$ cat config.mk
export PLATFORM = sky130hd
export DESIGN_NAME = pgv_fpu
export DESIGN_NICKNAME = d
export VERILOG_FILES = /design/src/design/pgv_pkg.sv /design/src/design/pgv_fpu.sv
export SDC_FILE = /design/constraint.sdc
export NUM_CORES = 2
export LEC_CHECK = 0
export BUFFER_PORTS_ARGS = -buffer_cell sky130_fd_sc_hd__buf_2
export CORE_UTILIZATION = 50
export CTS_CLUSTER_DIAMETER = 40
export CTS_CLUSTER_SIZE = 24
export DETAILED_ROUTE_END_ITERATION = 10
export GPL_TIMING_DRIVEN = 0
export PLACE_DENSITY = 0.74
export SLEW_MARGIN = 25
export SYNTH_ARGS = -nofsm -noshare
export SYNTH_HDL_FRONTEND = slang
export SYNTH_SLANG_ARGS = --single-unit
export TNS_END_PERCENT = 100
$ cat constraint.sdc
create_clock -name aclk -period 11.85 [get_ports aclk]
set_input_delay 1.7775 -clock aclk [delete_from_list [all_inputs] [get_ports aclk]]
set_output_delay 1.7775 -clock aclk [all_outputs]
set_load 0.005 [all_outputs]
$ cat src/design/pgv_pkg.sv
// shared types, constants and microcode for the particle verlet update block
// no dependencies
`default_nettype none

package pgv_pkg;

    localparam logic [31:0] FP_QNAN = 32'h7FC0_0000;
    localparam logic [31:0] FP_HALF = 32'h3F00_0000;
    localparam int          PC_W    = 6;

    typedef enum logic [2:0] {
        FOP_ADD,
        FOP_SUB,
        FOP_MUL,
        FOP_DIV,
        FOP_SQRT
    } fop_t;

    typedef enum logic [1:0] {
        ACT_LOAD,
        ACT_FORCE,
        ACT_UPD_POS,
        ACT_UPD_VEL
    } action_t;

    typedef enum logic [4:0] {
        OPD_POS0, OPD_POS1, OPD_POS2,
        OPD_VEL0, OPD_VEL1, OPD_VEL2,
        OPD_FS0,  OPD_FS1,  OPD_FS2,
        OPD_PF0,  OPD_PF1,  OPD_PF2,
        OPD_IN0,  OPD_IN1,  OPD_IN2,
        OPD_MJ,   OPD_DT,   OPD_MASS, OPD_HALF,
        OPD_D0,   OPD_D1,   OPD_D2,
        OPD_R,    OPD_T,    OPD_NUM,  OPD_DEN, OPD_F, OPD_A
    } opnd_t;

    typedef struct packed {
        fop_t  op;
        opnd_t src_a;
        opnd_t src_b;
        opnd_t dst;
        logic  zchk;
        logic  last;
    } uop_t;

    typedef struct packed {
        logic        start;
        fop_t        op;
        logic [31:0] a;
        logic [31:0] b;
    } fpu_req_t;

    typedef struct packed {
        logic        done;
        logic [31:0] result;
    } fpu_rsp_t;

    localparam logic [PC_W-1:0] PC_FORCE   = 6'd0;
    localparam logic [PC_W-1:0] PC_UPD_POS = 6'd18;
    localparam logic [PC_W-1:0] PC_UPD_VEL = 6'd32;

    function automatic uop_t mk(input fop_t op, input opnd_t a, input opnd_t b,
                                input opnd_t d, input logic z, input logic l);
        uop_t u;
        u.op    = op;
        u.src_a = a;
        u.src_b = b;
        u.dst   = d;
        u.zchk  = z;
        u.last  = l;
        return u;
    endfunction

    function automatic uop_t ucode(input logic [PC_W-1:0] pc);
        uop_t u;
        case (pc)
            // partner force
            6'd0:  u = mk(FOP_SUB,  OPD_IN0,  OPD_POS0, OPD_D0,  1'b0, 1'b0);
            6'd1:  u = mk(FOP_SUB,  OPD_IN1,  OPD_POS1, OPD_D1,  1'b0, 1'b0);
            6'd2:  u = mk(FOP_SUB,  OPD_IN2,  OPD_POS2, OPD_D2,  1'b0, 1'b0);
            6'd3:  u = mk(FOP_MUL,  OPD_D0,   OPD_D0,   OPD_R,   1'b0, 1'b0);
            6'd4:  u = mk(FOP_MUL,  OPD_D1,   OPD_D1,   OPD_T,   1'b0, 1'b0);
            6'd5:  u = mk(FOP_ADD,  OPD_R,    OPD_T,    OPD_R,   1'b0, 1'b0);
            6'd6:  u = mk(FOP_MUL,  OPD_D2,   OPD_D2,   OPD_T,   1'b0, 1'b0);
            6'd7:  u = mk(FOP_ADD,  OPD_R,    OPD_T,    OPD_R,   1'b1, 1'b0);
            6'd8:  u = mk(FOP_MUL,  OPD_MASS, OPD_MJ,   OPD_NUM, 1'b0, 1'b0);
            6'd9:  u = mk(FOP_SQRT, OPD_R,    OPD_R,    OPD_DEN, 1'b0, 1'b0);
            6'd10: u = mk(FOP_MUL,  OPD_DEN,  OPD_R,    OPD_DEN, 1'b0, 1'b0);
            6'd11: u = mk(FOP_DIV,  OPD_NUM,  OPD_DEN,  OPD_F,   1'b0, 1'b0);
            6'd12: u = mk(FOP_MUL,  OPD_F,    OPD_D0,   OPD_T,   1'b0, 1'b0);
            6'd13: u = mk(FOP_ADD,  OPD_FS0,  OPD_T,    OPD_FS0, 1'b0, 1'b0);
            6'd14: u = mk(FOP_MUL,  OPD_F,    OPD_D1,   OPD_T,   1'b0, 1'b0);
            6'd15: u = mk(FOP_ADD,  OPD_FS1,  OPD_T,    OPD_FS1, 1'b0, 1'b0);
            6'd16: u = mk(FOP_MUL,  OPD_F,    OPD_D2,   OPD_T,   1'b0, 1'b0);
            6'd17: u = mk(FOP_ADD,  OPD_FS2,  OPD_T,    OPD_FS2, 1'b0, 1'b1);
            // position half step
            6'd18: u = mk(FOP_MUL,  OPD_DT,   OPD_HALF, OPD_A,   1'b0, 1'b0);
            6'd19: u = mk(FOP_DIV,  OPD_A,    OPD_MASS, OPD_A,   1'b0, 1'b0);
            6'd20: u = mk(FOP_MUL,  OPD_A,    OPD_FS0,  OPD_T,   1'b0, 1'b0);
            6'd21: u = mk(FOP_ADD,  OPD_VEL0, OPD_T,    OPD_T,   1'b0, 1'b0);
            6'd22: u = mk(FOP_MUL,  OPD_DT,   OPD_T,    OPD_T,   1'b0, 1'b0);
            6'd23: u = mk(FOP_ADD,  OPD_POS0, OPD_T,    OPD_POS0, 1'b0, 1'b0);
            6'd24: u = mk(FOP_MUL,  OPD_A,    OPD_FS1,  OPD_T,   1'b0, 1'b0);
            6'd25: u = mk(FOP_ADD,  OPD_VEL1, OPD_T,    OPD_T,   1'b0, 1'b0);
            6'd26: u = mk(FOP_MUL,  OPD_DT,   OPD_T,    OPD_T,   1'b0, 1'b0);
            6'd27: u = mk(FOP_ADD,  OPD_POS1, OPD_T,    OPD_POS1, 1'b0, 1'b0);
            6'd28: u = mk(FOP_MUL,  OPD_A,    OPD_FS2,  OPD_T,   1'b0, 1'b0);
            6'd29: u = mk(FOP_ADD,  OPD_VEL2, OPD_T,    OPD_T,   1'b0, 1'b0);
            6'd30: u = mk(FOP_MUL,  OPD_DT,   OPD_T,    OPD_T,   1'b0, 1'b0);
            6'd31: u = mk(FOP_ADD,  OPD_POS2, OPD_T,    OPD_POS2, 1'b0, 1'b1);
            // velocity half step
            6'd32: u = mk(FOP_MUL,  OPD_DT,   OPD_HALF, OPD_A,   1'b0, 1'b0);
            6'd33: u = mk(FOP_DIV,  OPD_A,    OPD_MASS, OPD_A,   1'b0, 1'b0);
            6'd34: u = mk(FOP_ADD,  OPD_FS0,  OPD_PF0,  OPD_T,   1'b0, 1'b0);
            6'd35: u = mk(FOP_MUL,  OPD_A,    OPD_T,    OPD_T,   1'b0, 1'b0);
            6'd36: u = mk(FOP_ADD,  OPD_VEL0, OPD_T,    OPD_VEL0, 1'b0, 1'b0);
            6'd37: u = mk(FOP_ADD,  OPD_FS1,  OPD_PF1,  OPD_T,   1'b0, 1'b0);
            6'd38: u = mk(FOP_MUL,  OPD_A,    OPD_T,    OPD_T,   1'b0, 1'b0);
            6'd39: u = mk(FOP_ADD,  OPD_VEL1, OPD_T,    OPD_VEL1, 1'b0, 1'b0);
            6'd40: u = mk(FOP_ADD,  OPD_FS2,  OPD_PF2,  OPD_T,   1'b0, 1'b0);
            6'd41: u = mk(FOP_MUL,  OPD_A,    OPD_T,    OPD_T,   1'b0, 1'b0);
            6'd42: u = mk(FOP_ADD,  OPD_VEL2, OPD_T,    OPD_VEL2, 1'b0, 1'b1);
            default: u = mk(FOP_ADD, OPD_T,   OPD_T,    OPD_T,   1'b0, 1'b1);
        endcase
        return u;
    endfunction

endpackage

`default_nettype wire

$ cat src/design/pgv_fpu.sv
// shared single precision unit: add, subtract, multiply, divide, square root
// round to nearest even with subnormals; depends on pgv_pkg
`default_nettype none

module pgv_fpu import pgv_pkg::*; (
    input  wire logic     aclk,
    input  wire logic     aresetn,
    input  wire fpu_req_t req,
    output fpu_rsp_t      rsp
);

    typedef enum logic [2:0] {F_IDLE, F_UNPK, F_CORE, F_ITER, F_NORM, F_RND} fst_t;

    typedef struct packed {
        logic               sgn;
        logic signed [11:0] e;
        logic [23:0]        m;
        logic               nan;
        logic               inf;
        logic               zero;
    } unpk_t;

    function automatic unpk_t unpack(input logic [31:0] x);
        unpk_t u;
        logic [4:0] lz;
        lz     = 5'd0;
        u.sgn  = x[31];
        u.nan  = (x[30:23] == 8'hFF) && (x[22:0] != 23'd0);
        u.inf  = (x[30:23] == 8'hFF) && (x[22:0] == 23'd0);
        u.zero = (x[30:0] == 31'd0);
        for (int i = 0; i < 23; i++) begin
            if (x[i]) lz = 5'(23 - i);
        end
        if (x[30:23] == 8'd0) begin
            u.m = {1'b0, x[22:0]} << lz;
            u.e = -12'sd126 - $signed({7'd0, lz});
        end else begin
            u.m = {1'b1, x[22:0]};
            u.e = $signed({4'd0, x[30:23]}) - 12'sd127;
        end
        return u;
    endfunction

    function automatic logic [31:0] round_pack(input logic sgn, input logic signed [11:0] e,
                                               input logic [49:0] m, input logic st);
        logic [63:0] w;
        logic [63:0] kept;
        logic [63:0] rsh;
        logic [11:0] ex;
        logic [5:0]  sh;
        logic        rb;
        logic        stk;
        logic        inc;
        logic [7:0]  be;
        logic [30:0] base;
        w = {14'd0, m};
        if (e >= -12'sd126) ex = 12'd0;
        else                ex = 12'(-12'sd126 - e);
        if (ex > 12'd34) sh = 6'd60;
        else             sh = 6'd26 + ex[5:0];
        kept = w >> sh;
        rsh  = w >> (sh - 6'd1);
        rb   = rsh[0];
        stk  = st | ((w & ((64'd1 << (sh - 6'd1)) - 64'd1)) != 64'd0);
        inc  = rb & (stk | kept[0]);
        be   = 8'(e + 12'sd127);
        if (e >= -12'sd126) base = {be, kept[22:0]};
        else                base = {8'd0, kept[22:0]};
        if (e > 12'sd127) return {sgn, 8'hFF, 23'd0};
        return {sgn, base + 31'(inc)};
    endfunction

    fst_t               st_reg, st_next;
    fop_t               op_reg, op_next;
    logic [31:0]        a_reg, a_next, b_reg, b_next;
    logic               sa_reg, sa_next, sb_reg, sb_next;
    logic signed [11:0] ea_reg, ea_next, eb_reg, eb_next;
    logic [23:0]        ma_reg, ma_next, mb_reg, mb_next;
    logic               spec_reg, spec_next;
    logic [31:0]        sval_reg, sval_next;
    logic               sgn_reg, sgn_next;
    logic signed [11:0] exp_reg, exp_next;
    logic [50:0]        sum_reg, sum_next;
    logic [49:0]        man_reg, man_next;
    logic               stk_reg, stk_next;
    logic [25:0]        rem_reg, rem_next;
    logic [26:0]        q_reg, q_next;
    logic [55:0]        n_reg, n_next, res_reg, res_next, bit_reg, bit_next;
    logic [4:0]         cnt_reg, cnt_next;
    logic               done_reg, done_next;
    logic [31:0]        out_reg, out_next;

    unpk_t              ua, ub;
    logic               sbe;
    logic               a_big;
    logic [23:0]        m_big, m_sml;
    logic signed [11:0] e_big, e_sml;
    logic [11:0]        dexp;
    logic [50:0]        lrg, sml0, sml;
    logic               sml_st;
    logic [47:0]        prod;
    logic [25:0]        rem_sub;
    logic               ge;
    logic [55:0]        trial;
    logic [5:0]         lz;

    always_comb begin
        st_next   = st_reg;
        op_next   = op_reg;
        a_next    = a_reg;
        b_next    = b_reg;
        sa_next   = sa_reg;
        sb_next   = sb_reg;
        ea_next   = ea_reg;
        eb_next   = eb_reg;
        ma_next   = ma_reg;
        mb_next   = mb_reg;
        spec_next = spec_reg;
        sval_next = sval_reg;
        sgn_next  = sgn_reg;
        exp_next  = exp_reg;
        sum_next  = sum_reg;
        man_next  = man_reg;
        stk_next  = stk_reg;
        rem_next  = rem_reg;
        q_next    = q_reg;
        n_next    = n_reg;
        res_next  = res_reg;
        bit_next  = bit_reg;
        cnt_next  = cnt_reg;
        done_next = 1'b0;
        out_next  = out_reg;

        ua    = unpack(a_reg);
        ub    = unpack(b_reg);
        sbe   = ub.sgn ^ (op_reg == FOP_SUB);
        a_big = (ea_reg > eb_reg) || ((ea_reg == eb_reg) && (ma_reg >= mb_reg));
        m_big = a_big ? ma_reg : mb_reg;
        m_sml = a_big ? mb_reg : ma_reg;
        e_big = a_big ? ea_reg : eb_reg;
        e_sml = a_big ? eb_reg : ea_reg;
        dexp  = 12'(e_big - e_sml);
        lrg   = {1'b0, m_big, 26'd0};
        sml0  = {1'b0, m_sml, 26'd0};
        if (dexp > 12'd50) begin
            sml    = 51'd0;
            sml_st = 1'b1;
        end else begin
            sml    = sml0 >> dexp[5:0];
            sml_st = (sml0 & ((51'd1 << dexp[5:0]) - 51'd1)) != 51'd0;
        end
        sml[0] = sml[0] | sml_st;
        prod   = ma_reg * mb_reg;
        ge      = rem_reg >= {2'd0, mb_reg};
        rem_sub = ge ? rem_reg - {2'd0, mb_reg} : rem_reg;
        trial   = res_reg + bit_reg;
        lz = 6'd0;
        for (int i = 0; i < 50; i++) begin
            if (sum_reg[i]) lz = 6'(49 - i);
        end

        case (st_reg)
            F_IDLE: begin
                if (req.start) begin
                    op_next = req.op;
                    a_next  = req.a;
                    b_next  = req.b;
                    st_next = F_UNPK;
                end
            end
            F_UNPK: begin
                sa_next   = ua.sgn;
                sb_next   = sbe;
                ea_next   = ua.e;
                eb_next   = ub.e;
                ma_next   = ua.m;
                mb_next   = ub.m;
                spec_next = 1'b1;
                sval_next = FP_QNAN;
                case (op_reg)
                    FOP_ADD, FOP_SUB: begin
                        if (ua.nan || ub.nan)        sval_next = FP_QNAN;
                        else if (ua.inf && ub.inf)
                            sval_next = (ua.sgn != sbe) ? FP_QNAN : {ua.sgn, 8'hFF, 23'd0};
                        else if (ua.inf)             sval_next = {ua.sgn, 8'hFF, 23'd0};
                        else if (ub.inf)             sval_next = {sbe, 8'hFF, 23'd0};
                        else if (ua.zero && ub.zero) sval_next = {ua.sgn & sbe, 31'd0};
                        else if (ua.zero)            sval_next = {sbe, b_reg[30:0]};
                        else if (ub.zero)            sval_next = a_reg;
                        else                         spec_next = 1'b0;
                    end
                    FOP_MUL: begin
                        if (ua.nan || ub.nan)                           sval_next = FP_QNAN;
                        else if ((ua.inf && ub.zero) || (ub.inf && ua.zero))
                            sval_next = FP_QNAN;
                        else if (ua.inf || ub.inf)
                            sval_next = {ua.sgn ^ ub.sgn, 8'hFF, 23'd0};
                        else if (ua.zero || ub.zero) sval_next = {ua.sgn ^ ub.sgn, 31'd0};
                        else                         spec_next = 1'b0;
                    end
                    FOP_DIV: begin
                        if (ua.nan || ub.nan)        sval_next = FP_QNAN;
                        else if (ub.zero)
                            sval_next = ua.zero ? FP_QNAN : {ua.sgn ^ ub.sgn, 8'hFF, 23'd0};
                        else if (ua.inf && ub.inf)   sval_next = FP_QNAN;
                        else if (ua.inf)             sval_next = {ua.sgn ^ ub.sgn, 8'hFF, 23'd0};
                        else if (ub.inf || ua.zero)  sval_next = {ua.sgn ^ ub.sgn, 31'd0};
                        else                         spec_next = 1'b0;
                    end
                    FOP_SQRT: begin
                        if (ua.nan)                  sval_next = FP_QNAN;
                        else if (ua.zero)            sval_next = a_reg;
                        else if (ua.sgn)             sval_next = FP_QNAN;
                        else if (ua.inf)             sval_next = a_reg;
                        else                         spec_next = 1'b0;
                    end
                    default: sval_next = FP_QNAN;
                endcase
                st_next = F_CORE;
            end
            F_CORE: begin
                stk_next = 1'b0;
                cnt_next = 5'd0;
                if (spec_reg) begin
                    st_next = F_RND;
                end else begin
                    case (op_reg)
                        FOP_MUL: begin
                            sum_next = {prod, 3'd0};
                            exp_next = ea_reg + eb_reg;
                            sgn_next = sa_reg ^ sb_reg;
                            st_next  = F_NORM;
                        end
                        FOP_DIV: begin
                            rem_next = {2'd0, ma_reg};
                            q_next   = 27'd0;
                            exp_next = ea_reg - eb_reg;
                            sgn_next = sa_reg ^ sb_reg;
                            st_next  = F_ITER;
                        end
                        FOP_SQRT: begin
                            if (ea_reg[0]) begin
                                n_next   = {2'd0, ma_reg, 1'b0, 29'd0};
                                exp_next = (ea_reg - 12'sd1) >>> 1;
                            end else begin
                                n_next   = {3'd0, ma_reg, 29'd0};
                                exp_next = ea_reg >>> 1;
                            end
                            res_next = 56'd0;
                            bit_next = 56'd1 << 52;
                            sgn_next = 1'b0;
                            st_next  = F_ITER;
                        end
                        default: begin
                            sum_next = (sa_reg != sb_reg) ? lrg - sml : lrg + sml;
                            exp_next = e_big;
                            sgn_next = a_big ? sa_reg : sb_reg;
                            st_next  = F_NORM;
                        end
                    endcase
                end
            end
            F_ITER: begin
                cnt_next = cnt_reg + 5'd1;
                if (op_reg == FOP_DIV) begin
                    rem_next = rem_sub << 1;
                    q_next   = {q_reg[25:0], ge};
                    if (cnt_reg == 5'd26) begin
                        sum_next = {1'b0, q_reg[25:0], ge, 23'd0};
                        stk_next = rem_sub != 26'd0;
                        st_next  = F_NORM;
                    end
                end else begin
                    if (n_reg >= trial) begin
                        n_next   = n_reg - trial;
                        res_next = (res_reg >> 1) + bit_reg;
                    end else begin
                        res_next = res_reg >> 1;
                    end
                    bit_next = bit_reg >> 2;
                    if (cnt_reg == 5'd26) begin
                        sum_next = {1'b0, res_next[26:0], 23'd0};
                        stk_next = n_next != 56'd0;
                        st_next  = F_NORM;
                    end
                end
            end
            F_NORM: begin
                if (sum_reg[50]) begin
                    man_next = sum_reg[50:1];
                    stk_next = stk_reg | sum_reg[0];
                    exp_next = exp_reg + 12'sd1;
                end else if (sum_reg == 51'd0) begin
                    spec_next = 1'b1;
                    sval_next = 32'd0;
                end else begin
                    man_next = sum_reg[49:0] << lz;
                    exp_next = exp_reg - $signed({6'd0, lz});
                end
                st_next = F_RND;
            end
            F_RND: begin
                out_next  = spec_reg ? sval_reg : round_pack(sgn_reg, exp_reg, man_reg, stk_reg);
                done_next = 1'b1;
                st_next   = F_IDLE;
            end
            default: st_next = F_IDLE;
        endcase
    end

    always_ff @(posedge aclk) begin
        if (!aresetn) begin
            st_reg   <= F_IDLE;
            done_reg <= 1'b0;
        end else begin
            st_reg   <= st_next;
            done_reg <= done_next;
        end
        op_reg   <= op_next;
        a_reg    <= a_next;
        b_reg    <= b_next;
        sa_reg   <= sa_next;
        sb_reg   <= sb_next;
        ea_reg   <= ea_next;
        eb_reg   <= eb_next;
        ma_reg   <= ma_next;
        mb_reg   <= mb_next;
        spec_reg <= spec_next;
        sval_reg <= sval_next;
        sgn_reg  <= sgn_next;
        exp_reg  <= exp_next;
        sum_reg  <= sum_next;
        man_reg  <= man_next;
        stk_reg  <= stk_next;
        rem_reg  <= rem_next;
        q_reg    <= q_next;
        n_reg    <= n_next;
        res_reg  <= res_next;
        bit_reg  <= bit_next;
        cnt_reg  <= cnt_next;
        out_reg  <= out_next;
    end

    assign rsp.done   = done_reg;
    assign rsp.result = out_reg;

endmodule

`default_nettype wire

Yosys cells after proc, flatten, opt, wreduce, memory -nomap -nowiden

Index checks and enable logic that the tools add are counted.

$add $sub $neg: 24
Multiply operators: 1
Magnitude comparators: 8
Eq/ne operators: 28
Shifts and indexed selects: 8
Multiplexer cells: 220
Bitwise operators: 12
Reductions and logical operators: 47

Operator list:

| kind                                                                  | number |
|---|---|
| 32-bit 2-to-1 mux                                                     | 25 |
| 56-bit 2-to-1 mux                                                     | 13 |
| 56-bit one-hot mux with 2 select lines                                | 3 |
| 6-bit 2-to-1 mux                                                      | 52 |
| 51-bit 2-to-1 mux                                                     | 6 |
| 5-bit 2-to-1 mux                                                      | 46 |
| 51-bit one-hot mux with 2 select lines                                | 2 |
| 26-bit 2-to-1 mux                                                     | 7 |
| 32-bit one-hot mux with 4 select lines                                | 1 |
| 31-bit 2-to-1 mux                                                     | 4 |
| 26-bit one-hot mux with 2 select lines                                | 2 |
| 12-bit 2-to-1 mux                                                     | 8 |
| 36-bit 2-to-1 mux                                                     | 2 |
| 50-bit by 64-bit bitwise AND with 64-bit output                       | 1 |
| 32-bit one-hot mux with 2 select lines                                | 1 |
| 64-bit nonzero test                                                   | 1 |
| 1-bit by 6-bit << shifter with 64-bit output (first input constant)   | 1 |
| 64-bit by 1-bit subtractor with 64-bit output (second input constant) | 1 |
| 31-bit zero test                                                      | 2 |
| 55-bit by 56-bit adder with 56-bit output                             | 1 |
| 56-bit adder                                                          | 1 |
| 56-bit >= comparator                                                  | 1 |
| 56-bit nonzero test                                                   | 1 |
| 56-bit subtractor                                                     | 1 |
| other kinds (72)                                                      | 165 |

Bits in registers: 550
Input port bits: 70
Output and inout port bits: 33

Depth between registers and ports, before layout

Word-level depth: 54
Depth in mapped cells: 44
Mapped depth without buffers: 41

Worst setup path before layout

Ideal clock, no wire load.

Path kind: input port to flip-flop
Start: in req[67] (netlist bit)
End: reg a_reg[0] (enable)
Arrival time: 8566 ps
Slack: 2603 ps
Stages: 1
Cells stage by stage: nor4b_1

Word-level cells in the longest chain between the ends: 1

RTL lines:

| item                                 | line           | text |
|---|---|---|
| start, declared                      | pgv_fpu.sv:8   | `input wire fpu_req_t req,` |
| 2-bit AND reduction (no source line) | n/a            |  |
| end signal, assigned                 | pgv_fpu.sv:320 | `a_reg <= a_next;` |
| end, declared                        | pgv_fpu.sv:75  | `logic [31:0] a_reg, a_next, b_reg, b_next;` |

Every way passes these cells.
A chain may end at the register's enable or synchronous reset.

Worst setup path after layout

Start: reg ma_reg[8]
End: reg sum_reg[49] (data pin)

Word-level cells in the longest chain between the ends: 16
Elaborated cells on any way between the ends: 24
Those cells by class: add/sub (4); mul (1); order compare (2); shift (2); mux (10); bitwise (2); reduce/logical (3)

RTL lines:

| item                                                                                                        | line                           | text |
|---|---|---|
| start, declared                                                                                             | pgv_fpu.sv:78                  | `logic [23:0] ma_reg, ma_next, mb_reg, mb_next;` |
| start signal, assigned                                                                                      | pgv_fpu.sv:326                 | `ma_reg <= ma_next;` |
| 24-bit >= comparator                                                                                        | pgv_fpu.sv:137                 | `a_big = (ea_reg > eb_reg) \|\| ((ea_reg == eb_reg) && (ma_reg >= mb_reg));` |
| 1-bit logical AND                                                                                           | pgv_fpu.sv:137                 |  |
| 1-bit logical OR                                                                                            | pgv_fpu.sv:137                 |  |
| 12-bit 2-to-1 mux, on equally long branches                                                                 | pgv_fpu.sv:140, pgv_fpu.sv:141 |  |
| 12-bit subtractor                                                                                           | pgv_fpu.sv:142                 | `dexp = 12'(e_big - e_sml);` |
| 1-bit by 6-bit << shifter with 51-bit output                                                                | pgv_fpu.sv:150                 | `sml_st = (sml0 & ((51'd1 << dexp[5:0]) - 51'd1)) != 51'd0;` |
| 51-bit by 1-bit subtractor with 51-bit output                                                               | pgv_fpu.sv:150                 |  |
| 50-bit by 51-bit bitwise AND with 51-bit output                                                             | pgv_fpu.sv:150                 |  |
| 51-bit nonzero test                                                                                         | pgv_fpu.sv:150                 |  |
| 1-bit 2-to-1 mux                                                                                            | pgv_fpu.sv:145                 | `if (dexp > 12'd50) begin` |
| 1-bit OR                                                                                                    | pgv_fpu.sv:152                 | `sml[0] = sml[0] \| sml_st;` |
| 50-bit by 51-bit adder with 51-bit output or 50-bit by 51-bit subtractor with 51-bit output (tied branches) | pgv_fpu.sv:255                 | `sum_next = (sa_reg != sb_reg) ? lrg - sml : lrg + sml;` |
| 51-bit 2-to-1 mux                                                                                           | pgv_fpu.sv:255                 |  |
| 51-bit one-hot mux with 2 select lines (*)                                                                  | pgv_fpu.sv:227                 | `case (op_reg)` |
| 51-bit 2-to-1 mux (*)                                                                                       | pgv_fpu.sv:224                 | `if (spec_reg) begin` |
| 51-bit one-hot mux with 2 select lines (*)                                                                  | pgv_fpu.sv:162                 | `case (st_reg)` |
| net sum_next[49]                                                                                            | pgv_fpu.sv:83                  | `logic [50:0] sum_reg, sum_next;` |
| end signal, assigned                                                                                        | pgv_fpu.sv:332                 | `sum_reg <= sum_next;` |
| end, declared                                                                                               | pgv_fpu.sv:83                  |  |

Mark *: on every way through the listed nets, which the timed path passes. The rest lies on a longest branch. The select of a mux whose other input is x is not followed.

==> results.toml <==
[setup_path]
cp.depth = 31
cp_top_family = "adder cells"
path_buf_inv = 5
timing.rr.end = "sum_reg[49]"
cp_max_fo = 10
cp-end-kind = "register"
cp.required_ns = 12.29
slowest_delay_ns = 0.79
cp-startpoint = "ma_reg[8]"
path_common_cell = "fa_1"
rr_startpoint = "ma_reg[8]"
cp_slowest_cell = "clkbuf_1"
r2r_cells = 31
r2r_slack_ns = 0.20
arrival_ns = 12.09
critPathLaunchType = "register"
path_class = "reg2reg"

[floorplan]
pin_count = 103
die_w_microns = 374
placementRows = 136
die_area_sq_mm = 0.140
core_area_sq_mm = 0.137
start_util = 0.504
die_h_microns = 374

[cells_and_area]
regArea_sq_mm = 0.0154
instances_no_fill = 10400
layout-drive-gt1-share = 0.0682
area_delta_synth_final_pct = 9.48
num-fill-cells = 12700
nets = 9499
multi_input_area_sq_mm = 0.0492

[synth]
synth_top_area_frac = 0.222
synth_top_family_by_area = "adder cells"
synth_area_sq_mm = 0.0692
synth-async-reset-ratio = 0
synth_ff_type = "edfxtp_1"
ys_ff_latch = 515
yosysMostFrequentCell = "nand2_1"
synthDistinctLibCells = 110
synthMuxAreaShare = 0.0732
synthAdderAreaFrac = 0.224
synth-edff-count = 511
synth-simple-area-share = 0.184
synthTopCellsByArea = "edfxtp_1, fa_1, ha_1"
syn_area_per_cell_sq_um = 8.40
synth_common_cells = "nand2_1, inv_1, nor2_1"
synth.net_count = 9260
synthCells = 8243
synth_xor_area_frac = 0.0414
synth_compound_gate_area_share = 0.186
ys_warn_count = 0
yosysSeqAreaShare = 0.223
yosysTopAreaCell = "edfxtp_1"

[global_route]
grt_overflow = 0
grt_use_total = 0.410
grt_pass1_wl_mm = 430
antenna_found_initial = 20
grt_max_degree = 34
first_global_vias = 66100

[placement]
io_buffers = 102
dp_hpwl_mm = 234
place.gp.congestion = 1.08
dp.cells = 10200

[clocking]
cts_tree = "yes"
cts-htree-levels = 3
numCtsBuffers = 87
cts-root-buf = "clkbuf_16"
insertion_delay_ns = 0.74
cts_buffer_depth = 3
clk_pin_slew_ns = 0.07
clock_sinks = 515

[timing]
hold_viol = 0
report.final.slew_viol_count = 0
whs_ns = 0.554
maxSlewHeadroom = 0.162
finClkSkew_ns = 0.0589
setup_viol = 0
fin_crit_sh = 0.983
worstMarginPinSlew_ns = 1.26
layout_min_cycle_time_ns = 11.65
fmax_mhz = 85.9
rsz0062_at_grt = "no"

[worst_hold_path]
whs_path_depth = 1
min_to = "q_reg[14]"
hold_path.startpoint = "q_reg[13]"
hp-class = "reg2reg"

[run]
maxCapViolations = 0

[routing]
vias_per_cell = 6.64
drtAntennaViolNets = 0
num_vias = 68800
drc = 0
dr.first_iter.drc_count = 9048
drt_wl_total_mm = 294
drt_first_pass_iters = 8
post_drt_wl_per_cell_microns = 28.4

[outcome]
status = "completed"
per-stage QoR:
| stage | setup TNS (ns) | cell area (sq um) | util | setup WS, ns |
|---|---|---|---|---|
| 2_1_floorplan | 0 | 69200 | - | 2.60 |
| 3_3_place_gp | -96.63 | 72000 | 0.524 | -0.682 |
| 4_1_cts | 0 | 75600 | 0.550 | 0.0103 |
| 3_5_place_dp | -1.58 | 72500 | 0.528 | -0.577 |
| 6_report | 0 | 75800 | 0.552 | 0.203 |
| 5_1_grt | 0 | 75700 | 0.552 | 0.0242 |
worst reg2reg max path, delay by kind of cell (launching register included):
kind / cells / cell delay (ns)
compound gates: 13 / 3.75
flops: 1 / 0.63
xor+xnor: 1 / 0.74
buf+inv: 5 / 1.66
fa+ha+maj: 8 / 3.75
simple gates: 4 / 0.86
worst max-delay path by stage:
stage | endpoint | slack [ns]
floorplan | a_reg[0] | 2.60
finish | sum_reg[49] | 0.20
global placement | sum_reg[50] | -0.68
detailed placement | sum_reg[50] | -0.58
global route | sum_reg[50] | 0.02
CTS | sum_reg[50] | 0.01
layout by cell type, fill, tap and decap left out, types with 87 or more instances in the layout:
master,instances
nand2_1,1114
clkbuf_16,87
a31oi_1,109
o21ai_0,491
nor2_1,626
nand3_1,137
a21oi_1,478
a211oi_1,103
buf_2,146
fa_1,488
and3_1,105
edfxtp_1,511
xnor2_1,180
ha_1,459
xor2_1,145
inv_1,702
mux2i_1,385
clkbuf_1,385
nor3_1,156
and2_1,217
metal layers:
layer | vias to the layer above | track usage | share of wire
met5 | - | 0 | 0.00040
met4 | 18 | 0.256 | 0.072
li1 | 29600 | - | -
met3 | 1093 | 0.104 | 0.12
met1 | 33400 | 0.532 | 0.38
met2 | 4696 | 0.608 | 0.43
cell families (layout without fill, tap and decap cells):
family / after synthesis / after routing
and+or+nand+nor: 2763 / 2763
AOI/OAI and AO/OA: 1987 / 1987
buffers and inverters: 1230 / 1541
adders and majority gates: 947 / 947
DFF: 515 / 515
muxes: 474 / 474
xor gates and xnor gates: 327 / 327
other: 0 / 12
repair_timing:
| action | CTS | global route |
|---|---|---|
| pin swaps | 0 | 1 |
| setup endpoints to repair | 9 | 12 |
| endpoints found under the hold margin | 0 | 0 |
| hold buffers | 0 | 0 |
| buffers inserted | 0 | 10 |
| resized for setup | 8 | 46 |
cell type report:
class,instances,share of cell area
clock inverters,71,0.0109
clock buffers,90,0.0289
diodes,12,0.000396
inverters,713,0.0355
well taps,1794,0.0296
repair buffers,151,0.0139
plain buffers,516,0.0276
multi-input cells,6498,0.649
flip-flops and latches,515,0.204
Power is not shown: default switching activity piles up to over one toggle a cycle in this logic, so the estimate is an artifact.
